File: src/sv/pgp_rsa_pubkey_mpi_extractor_unit_macros.svh
// ----------------------------------------------------------------------------
// Assertion macros for the OpenPGP RSA public-key MPI extractor
// Concurrent assertion wrappers, compiled out when ASSERT_OFF is defined.
// ----------------------------------------------------------------------------
`ifndef PGP_RSA_PUBKEY_MPI_EXTRACTOR_UNIT_MACROS_SVH
`define PGP_RSA_PUBKEY_MPI_EXTRACTOR_UNIT_MACROS_SVH

`ifndef ASSERT_OFF
`define PGPRSA_ASSERT(lbl, clk, rst_n, prop, msg) \
  lbl: assert property (@(posedge clk) disable iff (!rst_n) prop) else $error(msg);
`define PGPRSA_ASSERT_NEXT(lbl, clk, rst_n, pre, post, msg) \
  lbl: assert property (@(posedge clk) disable iff (!rst_n) pre |=> post) else $error(msg);
`else
`define PGPRSA_ASSERT(lbl, clk, rst_n, prop, msg)
`define PGPRSA_ASSERT_NEXT(lbl, clk, rst_n, pre, post, msg)
`endif

`endif

File: src/sv/pgprsa_pkg.sv
// ----------------------------------------------------------------------------
// OpenPGP RSA public-key MPI extractor package
// Parse phases, error codes, tag masks and the records passed between stages.
// ----------------------------------------------------------------------------
package pgprsa_pkg;

  typedef enum logic [3:0] {
    PH_TAG     = 4'd0,
    PH_HDR     = 4'd1,
    PH_VERSION = 4'd2,
    PH_CTIME   = 4'd3,
    PH_ALGO    = 4'd4,
    PH_LEN_HI  = 4'd5,
    PH_LEN_LO  = 4'd6,
    PH_BODY    = 4'd7,
    PH_DONE    = 4'd8,
    PH_ERROR   = 4'd9
  } pgprsa_phase_e;

  typedef enum logic [2:0] {
    ERR_NONE       = 3'd0,
    ERR_NOT_PGP    = 3'd1,
    ERR_NEW_HDR    = 3'd2,
    ERR_NOT_PUBKEY = 3'd3,
    ERR_INDEF      = 3'd4,
    ERR_VERSION    = 3'd5,
    ERR_NOT_RSA    = 3'd6,
    ERR_TOO_LONG   = 3'd7
  } pgprsa_err_e;

  localparam logic [7:0]  TAG_MARK_MASK = 8'h80;
  localparam logic [7:0]  TAG_NEW_MASK  = 8'h40;
  localparam logic [7:0]  TAG_TYPE_MASK = 8'h18;
  localparam logic [1:0]  LEN_TYPE_INDEF = 2'd3;
  localparam logic [7:0]  PGP_VERSION = 8'd4;
  localparam logic [7:0]  ALGO_RSA = 8'd1;
  localparam logic [7:0]  ALGO_RSA_SIGN = 8'd3;
  localparam logic [2:0]  CTIME_BYTES = 3'd4;
  localparam logic [13:0] MAX_MPI_RESET = 14'd512;

  typedef struct packed {
    logic [7:0] byte_in;
    logic       restart;
  } pgprsa_in_t;

  typedef struct packed {
    logic        key_valid;
    logic        which_key;
    logic [7:0]  key_byte;
    logic        key_last;
    logic [13:0] key_length;
    logic [2:0]  error_code;
    logic        done_res;
  } pgprsa_res_t;

endpackage

File: src/sv/pgprsa_in_stage.sv
// ----------------------------------------------------------------------------
// Input register stage
// Holds one accepted byte until the parse stage consumes it.
// ----------------------------------------------------------------------------
module pgprsa_in_stage (
  input  logic                clk_i,
  input  logic                rst_ni,
  input  logic                valid_i,
  output logic                ready_o,
  input  pgprsa_pkg::pgprsa_in_t data_i,
  output logic                valid_o,
  input  logic                take_i,
  output pgprsa_pkg::pgprsa_in_t data_o
);
  import pgprsa_pkg::*;

  logic       valid_q;
  logic       valid_d;
  pgprsa_in_t data_q;

  assign ready_o = !valid_q || take_i;
  assign valid_d = (valid_i && ready_o) || (valid_q && !take_i);

  always_ff @(posedge clk_i or negedge rst_ni) begin
    if (!rst_ni) begin
      valid_q <= 1'b0;
    end else begin
      valid_q <= valid_d;
    end
  end

  always_ff @(posedge clk_i) begin
    if (valid_i && ready_o) begin
      data_q <= data_i;
    end
  end

  assign valid_o = valid_q;
  assign data_o  = data_q;

endmodule

File: src/sv/pgprsa_parse.sv
// ----------------------------------------------------------------------------
// Packet parse stage
// Holds the parse state and the size limit, and works out one result per byte.
// ----------------------------------------------------------------------------
`include "pgp_rsa_pubkey_mpi_extractor_unit_macros.svh"

module pgprsa_parse (
  input  logic                  clk_i,
  input  logic                  rst_ni,
  input  logic                  cfg_we_i,
  input  logic [13:0]           cfg_wdata_i,
  input  logic                  fire_i,
  input  pgprsa_pkg::pgprsa_in_t  item_i,
  output pgprsa_pkg::pgprsa_res_t res_o
);
  import pgprsa_pkg::*;

  pgprsa_phase_e phase_q, phase_d, phase_c;
  logic [2:0]  skip_q, skip_d, skip_c, skip_dec;
  logic [13:0] body_q, body_d, body_c, body_dec;
  logic [7:0]  len_hi_q, len_hi_d, len_hi_c;
  logic        key_q, key_d, key_c;
  logic [13:0] count_q, count_d, count_c, count_inc;
  logic [2:0]  err_q, err_d, err_c;
  logic [13:0] max_q;

  logic [7:0]  b;
  logic [16:0] bytes_sum;
  logic [13:0] bytes;
  logic        too_long;
  logic [1:0]  len_type;

  assign b        = item_i.byte_in;
  assign len_type = b[1:0];

  always_comb begin
    if (item_i.restart) begin
      phase_c  = PH_TAG;
      skip_c   = '0;
      body_c   = '0;
      len_hi_c = '0;
      key_c    = 1'b0;
      count_c  = '0;
      err_c    = ERR_NONE;
    end else begin
      phase_c  = phase_q;
      skip_c   = skip_q;
      body_c   = body_q;
      len_hi_c = len_hi_q;
      key_c    = key_q;
      count_c  = count_q;
      err_c    = err_q;
    end
  end

  assign skip_dec  = (skip_c != 3'd0) ? skip_c - 3'd1 : 3'd0;
  assign body_dec  = (body_c != 14'd0) ? body_c - 14'd1 : 14'd0;
  assign count_inc = count_c + 14'd1;
  assign bytes_sum = {1'b0, len_hi_c, b} + 17'd7;
  assign bytes     = bytes_sum[16:3];
  assign too_long  = bytes > max_q;

  // Next state.
  always_comb begin
    phase_d  = phase_c;
    skip_d   = skip_c;
    body_d   = body_c;
    len_hi_d = len_hi_c;
    key_d    = key_c;
    count_d  = count_c;
    err_d    = err_c;
    case (phase_c)
      PH_TAG: begin
        phase_d = PH_ERROR;
        if ((b & TAG_MARK_MASK) == 8'd0) begin
          err_d = ERR_NOT_PGP;
        end else if ((b & TAG_NEW_MASK) != 8'd0) begin
          err_d = ERR_NEW_HDR;
        end else if ((b & TAG_TYPE_MASK) == 8'd0) begin
          err_d = ERR_NOT_PUBKEY;
        end else if (len_type == LEN_TYPE_INDEF) begin
          err_d = ERR_INDEF;
        end else begin
          phase_d = PH_HDR;
          case (len_type)
            2'd0:    skip_d = 3'd1;
            2'd1:    skip_d = 3'd2;
            default: skip_d = 3'd4;
          endcase
        end
      end
      PH_HDR: begin
        skip_d = skip_dec;
        if (skip_dec == 3'd0) begin
          phase_d = PH_VERSION;
        end
      end
      PH_VERSION: begin
        if (b != PGP_VERSION) begin
          err_d   = ERR_VERSION;
          phase_d = PH_ERROR;
        end else begin
          skip_d  = CTIME_BYTES;
          phase_d = PH_CTIME;
        end
      end
      PH_CTIME: begin
        skip_d = skip_dec;
        if (skip_dec == 3'd0) begin
          phase_d = PH_ALGO;
        end
      end
      PH_ALGO: begin
        if (b != ALGO_RSA && b != ALGO_RSA_SIGN) begin
          err_d   = ERR_NOT_RSA;
          phase_d = PH_ERROR;
        end else begin
          key_d   = 1'b0;
          count_d = '0;
          phase_d = PH_LEN_HI;
        end
      end
      PH_LEN_HI: begin
        len_hi_d = b;
        count_d  = 14'd1;
        phase_d  = PH_LEN_LO;
      end
      PH_LEN_LO: begin
        if (too_long) begin
          err_d   = ERR_TOO_LONG;
          phase_d = PH_ERROR;
        end else begin
          count_d = 14'd2;
          body_d  = bytes;
          if (bytes == 14'd0) begin
            if (!key_c) begin
              key_d   = 1'b1;
              count_d = '0;
              phase_d = PH_LEN_HI;
            end else begin
              phase_d = PH_DONE;
            end
          end else begin
            phase_d = PH_BODY;
          end
        end
      end
      PH_BODY: begin
        count_d = count_inc;
        body_d  = body_dec;
        if (body_dec == 14'd0) begin
          if (!key_c) begin
            key_d   = 1'b1;
            count_d = '0;
            phase_d = PH_LEN_HI;
          end else begin
            phase_d = PH_DONE;
          end
        end
      end
      default: begin
      end
    endcase
  end

  // Result fields.
  always_comb begin
    res_o            = '0;
    res_o.error_code = err_d;
    res_o.done_res   = (phase_d == PH_DONE);
    case (phase_c)
      PH_LEN_HI: begin
        res_o.key_valid  = 1'b1;
        res_o.key_length = 14'd1;
      end
      PH_LEN_LO: begin
        res_o.key_valid  = !too_long;
        res_o.key_last   = !too_long && (bytes == 14'd0);
        res_o.key_length = too_long ? 14'd0 : 14'd2;
      end
      PH_BODY: begin
        res_o.key_valid  = 1'b1;
        res_o.key_last   = (body_dec == 14'd0);
        res_o.key_length = count_inc;
      end
      default: begin
      end
    endcase
    if (res_o.key_valid) begin
      res_o.which_key = key_c;
      res_o.key_byte  = b;
    end
  end

  always_ff @(posedge clk_i or negedge rst_ni) begin
    if (!rst_ni) begin
      phase_q  <= PH_TAG;
      skip_q   <= '0;
      body_q   <= '0;
      len_hi_q <= '0;
      key_q    <= 1'b0;
      count_q  <= '0;
      err_q    <= ERR_NONE;
    end else if (fire_i) begin
      phase_q  <= phase_d;
      skip_q   <= skip_d;
      body_q   <= body_d;
      len_hi_q <= len_hi_d;
      key_q    <= key_d;
      count_q  <= count_d;
      err_q    <= err_d;
    end
  end

  always_ff @(posedge clk_i or negedge rst_ni) begin
    if (!rst_ni) begin
      max_q <= MAX_MPI_RESET;
    end else if (cfg_we_i) begin
      max_q <= cfg_wdata_i;
    end
  end

  `PGPRSA_ASSERT(a_error_has_code, clk_i, rst_ni, phase_q == PH_ERROR |-> err_q != ERR_NONE, "error phase without an error code")
  `PGPRSA_ASSERT(a_done_no_error, clk_i, rst_ni, phase_q == PH_DONE |-> err_q == ERR_NONE, "done phase with an error code")
  `PGPRSA_ASSERT(a_body_nonzero, clk_i, rst_ni, phase_q == PH_BODY |-> body_q != 14'd0, "body phase with no bytes left")
  `PGPRSA_ASSERT(a_last_is_valid, clk_i, rst_ni, fire_i && res_o.key_last |-> res_o.key_valid, "last flag on a byte that is not part of an MPI")
  `PGPRSA_ASSERT_NEXT(a_exp_end_done, clk_i, rst_ni, fire_i && res_o.key_last && res_o.which_key, phase_q == PH_DONE, "end of exponent did not finish the key")

endmodule

File: src/sv/pgprsa_out_stage.sv
// ----------------------------------------------------------------------------
// Result register stage
// Holds one result until the downstream side takes it.
// ----------------------------------------------------------------------------
module pgprsa_out_stage (
  input  logic                  clk_i,
  input  logic                  rst_ni,
  input  logic                  load_i,
  output logic                  free_o,
  input  pgprsa_pkg::pgprsa_res_t res_i,
  output logic                  valid_o,
  input  logic                  ready_i,
  output pgprsa_pkg::pgprsa_res_t res_o
);
  import pgprsa_pkg::*;

  logic        valid_q;
  logic        valid_d;
  pgprsa_res_t res_q;

  assign free_o  = !valid_q || ready_i;
  assign valid_d = load_i || (valid_q && !ready_i);

  always_ff @(posedge clk_i or negedge rst_ni) begin
    if (!rst_ni) begin
      valid_q <= 1'b0;
    end else begin
      valid_q <= valid_d;
    end
  end

  always_ff @(posedge clk_i) begin
    if (load_i) begin
      res_q <= res_i;
    end
  end

  assign valid_o = valid_q;
  assign res_o   = res_q;

endmodule

File: src/sv/pgp_rsa_pubkey_mpi_extractor_unit.sv
// A byte accepted on the slave side passes the input register and the result register, then shows
// on the master side. Throughput: one byte per cycle while the master side takes results,
// set by the parse step on the state registers.
// Reset (rst_ni low, asynchronous): parse goes to expect-tag, both stages empty, limit 512.
// ----------------------------------------------------------------------------
// OpenPGP RSA public-key MPI extractor
// Parses an old-format public-key packet byte by byte and passes out n and e.
// ----------------------------------------------------------------------------
module pgp_rsa_pubkey_mpi_extractor_unit (
  input  logic        clk_i,
  input  logic        rst_ni,
  input  logic        cfg_we_i,
  input  logic [13:0] cfg_wdata_i,
  input  logic        s_axis_tvalid,
  output logic        s_axis_tready,
  input  logic [7:0]  s_axis_tdata,   // [7:0] byte_in
  input  logic        s_axis_tuser,   // [0] restart
  output logic        m_axis_tvalid,
  input  logic        m_axis_tready,
  output logic [31:0] m_axis_tdata,   // [7:0] key_byte, [21:8] key_length,
                                      // [24:22] error_code, [25] done_res
  output logic [1:0]  m_axis_tuser,   // [0] key_valid, [1] which_key
  output logic        m_axis_tlast    // key_last
);
  import pgprsa_pkg::*;

  pgprsa_in_t  in_item;
  pgprsa_in_t  stage_item;
  pgprsa_res_t parse_res;
  pgprsa_res_t out_res;
  logic        stage_valid;
  logic        out_free;
  logic        fire;

  assign in_item.byte_in = s_axis_tdata;
  assign in_item.restart = s_axis_tuser;
  assign fire = stage_valid && out_free;

  pgprsa_in_stage u_in (
    .clk_i   (clk_i),
    .rst_ni  (rst_ni),
    .valid_i (s_axis_tvalid),
    .ready_o (s_axis_tready),
    .data_i  (in_item),
    .valid_o (stage_valid),
    .take_i  (out_free),
    .data_o  (stage_item)
  );

  pgprsa_parse u_parse (
    .clk_i       (clk_i),
    .rst_ni      (rst_ni),
    .cfg_we_i    (cfg_we_i),
    .cfg_wdata_i (cfg_wdata_i),
    .fire_i      (fire),
    .item_i      (stage_item),
    .res_o       (parse_res)
  );

  pgprsa_out_stage u_out (
    .clk_i   (clk_i),
    .rst_ni  (rst_ni),
    .load_i  (fire),
    .free_o  (out_free),
    .res_i   (parse_res),
    .valid_o (m_axis_tvalid),
    .ready_i (m_axis_tready),
    .res_o   (out_res)
  );

  assign m_axis_tdata = {6'd0, out_res.done_res, out_res.error_code,
                         out_res.key_length, out_res.key_byte};
  assign m_axis_tuser = {out_res.which_key, out_res.key_valid};
  assign m_axis_tlast = out_res.key_last;

endmodule

File: config.mk
export PLATFORM = sky130hd
export DESIGN_NAME = pgp_rsa_pubkey_mpi_extractor_unit
export DESIGN_NICKNAME = d
export VERILOG_FILES = /design/src/sv/pgprsa_pkg.sv /design/src/sv/pgprsa_in_stage.sv /design/src/sv/pgprsa_parse.sv /design/src/sv/pgprsa_out_stage.sv /design/src/sv/pgp_rsa_pubkey_mpi_extractor_unit.sv
export VERILOG_INCLUDE_DIRS = /design/src /design/src/sv
export SDC_FILE = /design/constraint.sdc
export NUM_CORES = 1
export LEC_CHECK = 0
export BUFFER_PORTS_ARGS = -buffer_cell sky130_fd_sc_hd__buf_2
export CORE_MARGIN = 3
export CORE_UTILIZATION = 35
export CTS_BUF_LIST = sky130_fd_sc_hd__clkbuf_4 sky130_fd_sc_hd__clkbuf_8
export DETAILED_ROUTE_END_ITERATION = 10
export PLACE_DENSITY = 0.6
export SLEW_MARGIN = 20
export SYNTH_ARGS = -nofsm -noshare
export SYNTH_HDL_FRONTEND = slang
export SYNTH_SLANG_ARGS = --single-unit
export TNS_END_PERCENT = 5
File: constraint.sdc
create_clock -name clk_i -period 4.9 [get_ports clk_i]
set_input_delay 0.98 -clock clk_i [delete_from_list [all_inputs] [get_ports clk_i]]
set_output_delay 0.98 -clock clk_i [all_outputs]
set_load 0.02 [all_outputs]
# --- Word level (Yosys, flattened, before mapping) ---
# Cells that the tools add are included.
op_classes:
  reduce_logical: 26
  add_sub_neg: 4
  muxes: 56
  n_eq_ne: 13
  order_cmp: 1
ops:
  columns: ["cell", "n"]
  rows:
  - ["14-bit 2-to-1 mux", 9]
  - ["14-bit case mux with 4 select lines", 1]
  - ["4-bit 2-to-1 mux", 13]
  - ["3-bit 2-to-1 mux", 15]
  - ["14-bit case mux with 3 select lines", 1]
  - ["4-bit case mux with 8 select lines", 1]
  - ["14-bit zero test", 2]
  - ["14-bit case mux with 2 select lines", 1]
  - ["16-bit by 3-bit adder with 17-bit output (second input constant)", 1]
  - ["4-bit by 3-bit == test with 1-bit output (second input constant)", 4]
  - ["8-bit zero test", 2]
  - ["8-bit 2-to-1 mux", 2]
  - ["14-bit by 1-bit adder with 14-bit output (second input constant)", 1]
  - ["14-bit > comparator", 1]
  - ["14-bit nonzero test", 1]
  - ["14-bit by 1-bit subtractor with 14-bit output (second input constant)", 1]
  - ["3-bit case mux with 4 select lines", 1]
  - ["3-bit case mux with 3 select lines", 1]
  - ["4-bit by 2-bit == test with 1-bit output (second input constant)", 2]
  - ["8-bit by 1-bit != test with 1-bit output (second input constant)", 1]
  - ["8-bit by 2-bit != test with 1-bit output (second input constant)", 1]
  - ["8-bit by 3-bit != test with 1-bit output (second input constant)", 1]
  - ["1-bit logical AND", 6]
  - ["3-bit case mux with 2 select lines", 1]
  - ["other kinds (16)", 30]
totals:
  elab_cells: 119
  register_bits: 101
  output_inout_bits: 37
  inputBits: 28

# --- Logic depth before layout (Yosys ltp) ---
logic_depth:
  depth_word: 7
  ltp_mapped: 15
  mapped_depth_nobuf: 13

# --- By module ---
# A second synthesis with hierarchy kept.
unflattened:
  hier_cells: 670
  area_unflattened_um2: 6267.3
by_module_without_submodules:
  columns: ["module", "area_each_um2", "seq_area_each_um2", "n_inst", "cells_each"]
  rows:
  - ["pgprsa_parse", 4969.8, 1527.7, 1, 617]
  - ["pgprsa_out_stage", 918.4, 895.9, 1, 32]
  - ["pgprsa_in_stage", 324.1, 295.3, 1, 13]
  - ["pgp_rsa_pubkey_mpi_extractor_unit", 55.1, 0.0, 1, 8]

# --- Least setup slack after synthesis ---
# Ideal clock, no wire load.
synth_path:
  path_kind: "reg-to-reg"
  start: "register u_in.data_q (netlist bit u_in.data_o[0])"
  end: "register u_parse.count_q[5]"
  synth_period_minus_slack_ns: 3.716
  path_stages_with_launch: 16
  path_buffers: 6
  arrival_ns: 3.651
  setup_slack_ns: 1.184
  required_ns: 4.835
  setup_ns: 0.065
  cell_sequence: "edfxtp_1 > buf_2 > buf_1 > buf_2 > clkbuf_1 > buf_1 > nor2_1 > ha_1 > nand4_1 > a211oi_1 > o41ai_1 > a31oi_1 > a221oi_1 > o21ai_0 > clkbuf_1 > a22o_1"
synth_via:
  elab_chain_cells: 6
  word_cells_on_any_way: 21
  classes_between: "add/sub (3); order compare (1); eq/ne (4); mux (11); reduce/logical (2)"
synth_lines:
  columns: ["element", "line_no", "text"]
  rows:
  - ["start: declaration", "pgprsa_in_stage.sv:19", "pgprsa_in_t data_q;"]
  - ["start signal: assignment", "pgprsa_in_stage.sv:34", "data_q <= data_i;"]
  - ["branches (longest 5 deep; another with 16-bit by 3-bit adder with 17-bit output)", null, null]
  - ["14-bit case mux with 4 select lines *", "pgprsa_parse.sv:72", "case (phase_c)"]
  - ["end signal: assignment", "pgprsa_parse.sv:210", "count_q <= count_d;"]
  - ["end: declaration", "pgprsa_parse.sv:23", "logic [13:0] count_q, count_d, count_c, count_inc;"]
# Mark *: on every way between the ends.
# A chain may end at the register's enable or synchronous reset.

# --- Final worst setup path ---
layout_path:
  start: "register u_in.data_q (netlist bit u_in.data_o[2])"
  end: "register u_out.res_q (netlist bit u_out.res_o[21]), data pin"
layout_via:
  elab_chain_cells: 4
layout_lines:
  columns: ["element", "line_no", "text"]
  rows:
  - ["16-bit by 3-bit adder with 17-bit output", "pgprsa_parse.sv:59", "assign bytes_sum = {1'b0, len_hi_c, b} + 17'd7;"]
  - ["14-bit > comparator", "pgprsa_parse.sv:61", "assign too_long = bytes > max_q;"]
  - ["1-bit zero test", "pgprsa_parse.sv:177", "res_o.key_valid = !too_long;"]
  - ["1-bit case mux with 2 select lines", "pgprsa_parse.sv:171", "case (phase_c)"]
  - ["end signal: assignment", "pgprsa_out_stage.sv:34", "res_q <= res_i;"]
  - ["end: declaration", "pgprsa_out_stage.sv:19", "pgprsa_res_t res_q;"]
# No other way between the ends.

==> summary.md <==
| Metric | Value |
|---|---|
| Vias in the first global route | `4763` |
| Final setup vio count | `0` |
| Die area | `0.0187 mm^2` |
| CTS max path bufs | `2` |
| Synthesized area per cell | `roughly 9.6 um^2` |
| CP top delay family | `simple AND/OR/NAND/NOR gates` |
| DRC violations left | `0` |
| Worst relative slew slack | `0.391` |
| Synth Warn # | `0` |
| Sequential-to-total area share from yosys stat | `0.454` |
| Critical path fanouts, max | `10` |
| Crit-path slowest cell | `edfxtp_1` |
| Buffers plus inverters on the worst setup path | `0` |
| Status | `completed` |
| 1st-pass router iterations | `5` |
| Gate Count Post-Synth | `622` |
| Kind of critical path | `reg2reg` |
| Largest cells by area after synthesis | `dfrtp_1 26%, edfxtp_1 19%, ha_1 3.8%` |
| Final Max Tran Viols | `0` |
| FILL cells | `1657` |
| Buffer count from post-CTS setup fixing | `0` |
| Most common cell in the netlist | `dfrtp_1` |
| Synth Cell Area | `about 0.0060 mm^2` |
| Register bit total from synthesis | `101` |
| Core ar. | `0.0166 mm^2` |
| Initial Util | `0.360` |
| Synth cell types | `79` |
| Hold Slack | `0.503 ns` |
| Yosys top cell by area | `dfrtp_1` |
| Final Cycle Share | `0.847` |
| Hold WC Path Type | `reg2reg` |
| Worst Path Required | `between 5 and 6 ns` |
| Leakage power | `2.79 nW` |
| First-pass GRT wire length | `25000 um` |
| Share of the synthesized area in the top cell type | `0.259` |
| Clk_skew | `between 0.02 and 0.025 ns` |
| Most used cell, CP | `nor2_1` |
| Port bufs | `58` |
| Die extent in y | `137 um` |
| Vias | `4953` |
| DP HPWL | `10900 um` |
| Max cap viols | `0` |
| CTS buffer count | `9` |
| Share of cells above drive strength 1 | `0.157` |
| Max stage delay on crit path | `0.56 ns` |
| Worst skew pair latency | `0.39 ns` |
| Final net count | `709` |
| Ys async rst share | `0.624` |
| I/O pins | `65` |
| Total Wirelength | `15100 um` |
| Largest net degree at the start of global routing | `33` |
| Critical Path Sink Type | `register` |
| CP Launch Type | `register` |
| Clock Sinks | `101` |
| Minimum clock period | `around 4.2 ns` |
| Post-synth EDFFs | `38` |
| Top post-synthesis cells by count | `62 x dfrtp_1, 56 x nor2_1, 51 x nand2_1, 38 x edfxtp_1, 33 x o21ai_0` |
| Worst slew pin tran | `0.914 ns` |
| CTS tree | `yes` |
| VDD IR max | `0.199 mV` |
| Final count of hold timing violations | `0` |
| Die width | `137 um` |
| RSZ-0062 raised after global routing | `no` |
| CP Cell Sequence | `o311ai_2 -> nor2_1 -> and4_1 -> xnor2_1 -> nor2_1 -> ha_1 -> nand4_1 -> a211oi_1 -> o41ai_1 -> a31oi_1 -> nor2_1 -> nor2_1 -> nor2b_1` |
| Setup TNS | `0 ns` |
| Initial drt markers | `345` |
| Routed length per instance | `17.0 um` |
| Hold buffers post-CTS | `0` |
| Pwr dens | `324 mW/mm^2` |
| Prevailing post-synth register cell | `dfrtp_1` |
| Post-route ant nets | `0` |
| Worst path arrival time | `4.26 ns` |
| GPL Wtd Cong | `roughly 0.93` |
| Post-cts sizing count | `0` |
| Via density per instance | `between 5 and 6` |
| GRT Residual Overflow | `0` |
| # diodes | `0` |
| FP Rows | `47` |
| H-tree levels | `3` |
| Worst-path clk slew | `0.09 ns` |
| Clk Tree Root Cell | `clkbuf_8` |
| Fmax | `241 MHz` |
| Area Overhead vs Synth | `11.1%` |
| Gr usage total | `0.169` |
| Initial antenna violation count | `0` |
-- cells by family (layout without fill, tap and decap cells) --
family / after synthesis / count (layout) / synth area share
simple gates: 240 / 240 / 0.209
other cells: 1 / 6 / 0.000627
fa+ha+maj: 18 / 18 / 0.0376
compound gates: 158 / 158 / 0.187
buf+inv: 66 / 107 / 0.0500
flops: 101 / 101 / 0.454
mux: 10 / 10 / 0.0197
xor+xnor: 28 / 28 / 0.0410
-- worst paths after layout --
kind	slack, ns	to	start	cells after the start
hold reg to reg	0.50	u_out.valid_o	u_in.valid_o	1
setup reg to reg	0.75	u_out.res_o[21]	u_in.data_o[2]	13
min in group asynchronous	0.66	u_parse.max_q[10]	rst_ni	1
max in group asynchronous	3.30	u_in.valid_o	rst_ni	2
setup / recovery	0.75	u_out.res_o[21]	u_in.data_o[2]	13
hold / removal	0.50	u_out.valid_o	u_in.valid_o	1
-- per-layer routing --
metal / up-vias / wire length, um / global-route usage
met3: 19 / 1090 / 0.0390
met2: 207 / 6950 / 0.264
li1: 2350 / - / -
met1: 2377 / 6820 / 0.237
met5: - / 0 / 0
met4: 0 / 218 / 0.0465
-- worst register-to-register path, cell delays in order, from the launching register on --
cell and delay [ns]:
edfxtp_1 0.56, o311ai_2 0.55, nor2_1 0.21, and4_1 0.26, xnor2_1 0.18, nor2_1 0.09
ha_1 0.36, nand4_1 0.13, a211oi_1 0.25, o41ai_1 0.16, a31oi_1 0.41, nor2_1 0.10
nor2_1 0.51, nor2b_1 0.10
-- where the power goes --
part / total (mW) / switching [mW] / leakage (nW) / internal [mW]
clock: 0.612 / 0.303 / 0.117 / 0.310
sequential: 1.06 / 0.101 / 1.20 / 0.957
combinational: 0.484 / 0.293 / 1.46 / 0.190
total: 2.15 / 0.697 / 2.79 / 1.46
-- placed cells by master, fill, tap and decap left out, types with 17 or more instances in the layout --
cell type	synthesis	final
nor2_1	56	56
nand2_1	51	51
edfxtp_1	38	38
buf_2	5	58
a21oi_1	32	32
a22o_1	23	23
nor2b_1	25	25
inv_1	25	24
o21ai_0	33	33
nor3_1	18	18
dfrtp_1	62	62
ha_1	18	18
nand3_1	17	17
-- sequential cells by signal, summed over array words and instances, names as in the netlist --
register and count:
u_in.data_o 9, u_in.valid_o 1, u_out.res_o 29, u_out.valid_o 1, u_parse.body_q 14, u_parse.count_q 14
u_parse.err_q 3, u_parse.key_q 1, u_parse.len_hi_q 8, u_parse.max_q 14, u_parse.phase_q 4, u_parse.skip_q 3
-- layout make-up --
cell class / instances / area, um^2 / share of cell area
clock buffer: 11 / 145 / 0.0218
tap: 220 / 275 / 0.0414
timing repair buffer: 66 / 350 / 0.0527
multi-input combinational: 460 / 2990 / 0.449
clock inverter: 5 / 82.6 / 0.0124
sequential: 101 / 2720 / 0.409
inverter: 25 / 93.8 / 0.0141
-- metrics by stage --
step                      total power [mW]  area [um^2]  std cells  setup WS (ns)   util
after floorplan                       1.42         6000        627           1.18      -
after global placement                1.55         6420        872          0.913  0.386
after detailed placement              1.56         6420        872          0.737  0.386
after CTS                             2.17         6650        888          0.729  0.400
after global routing                  2.28         6650        888          0.394  0.400
final                                 2.15         6650        888          0.749  0.400
(Power assumes the default switching activity.)
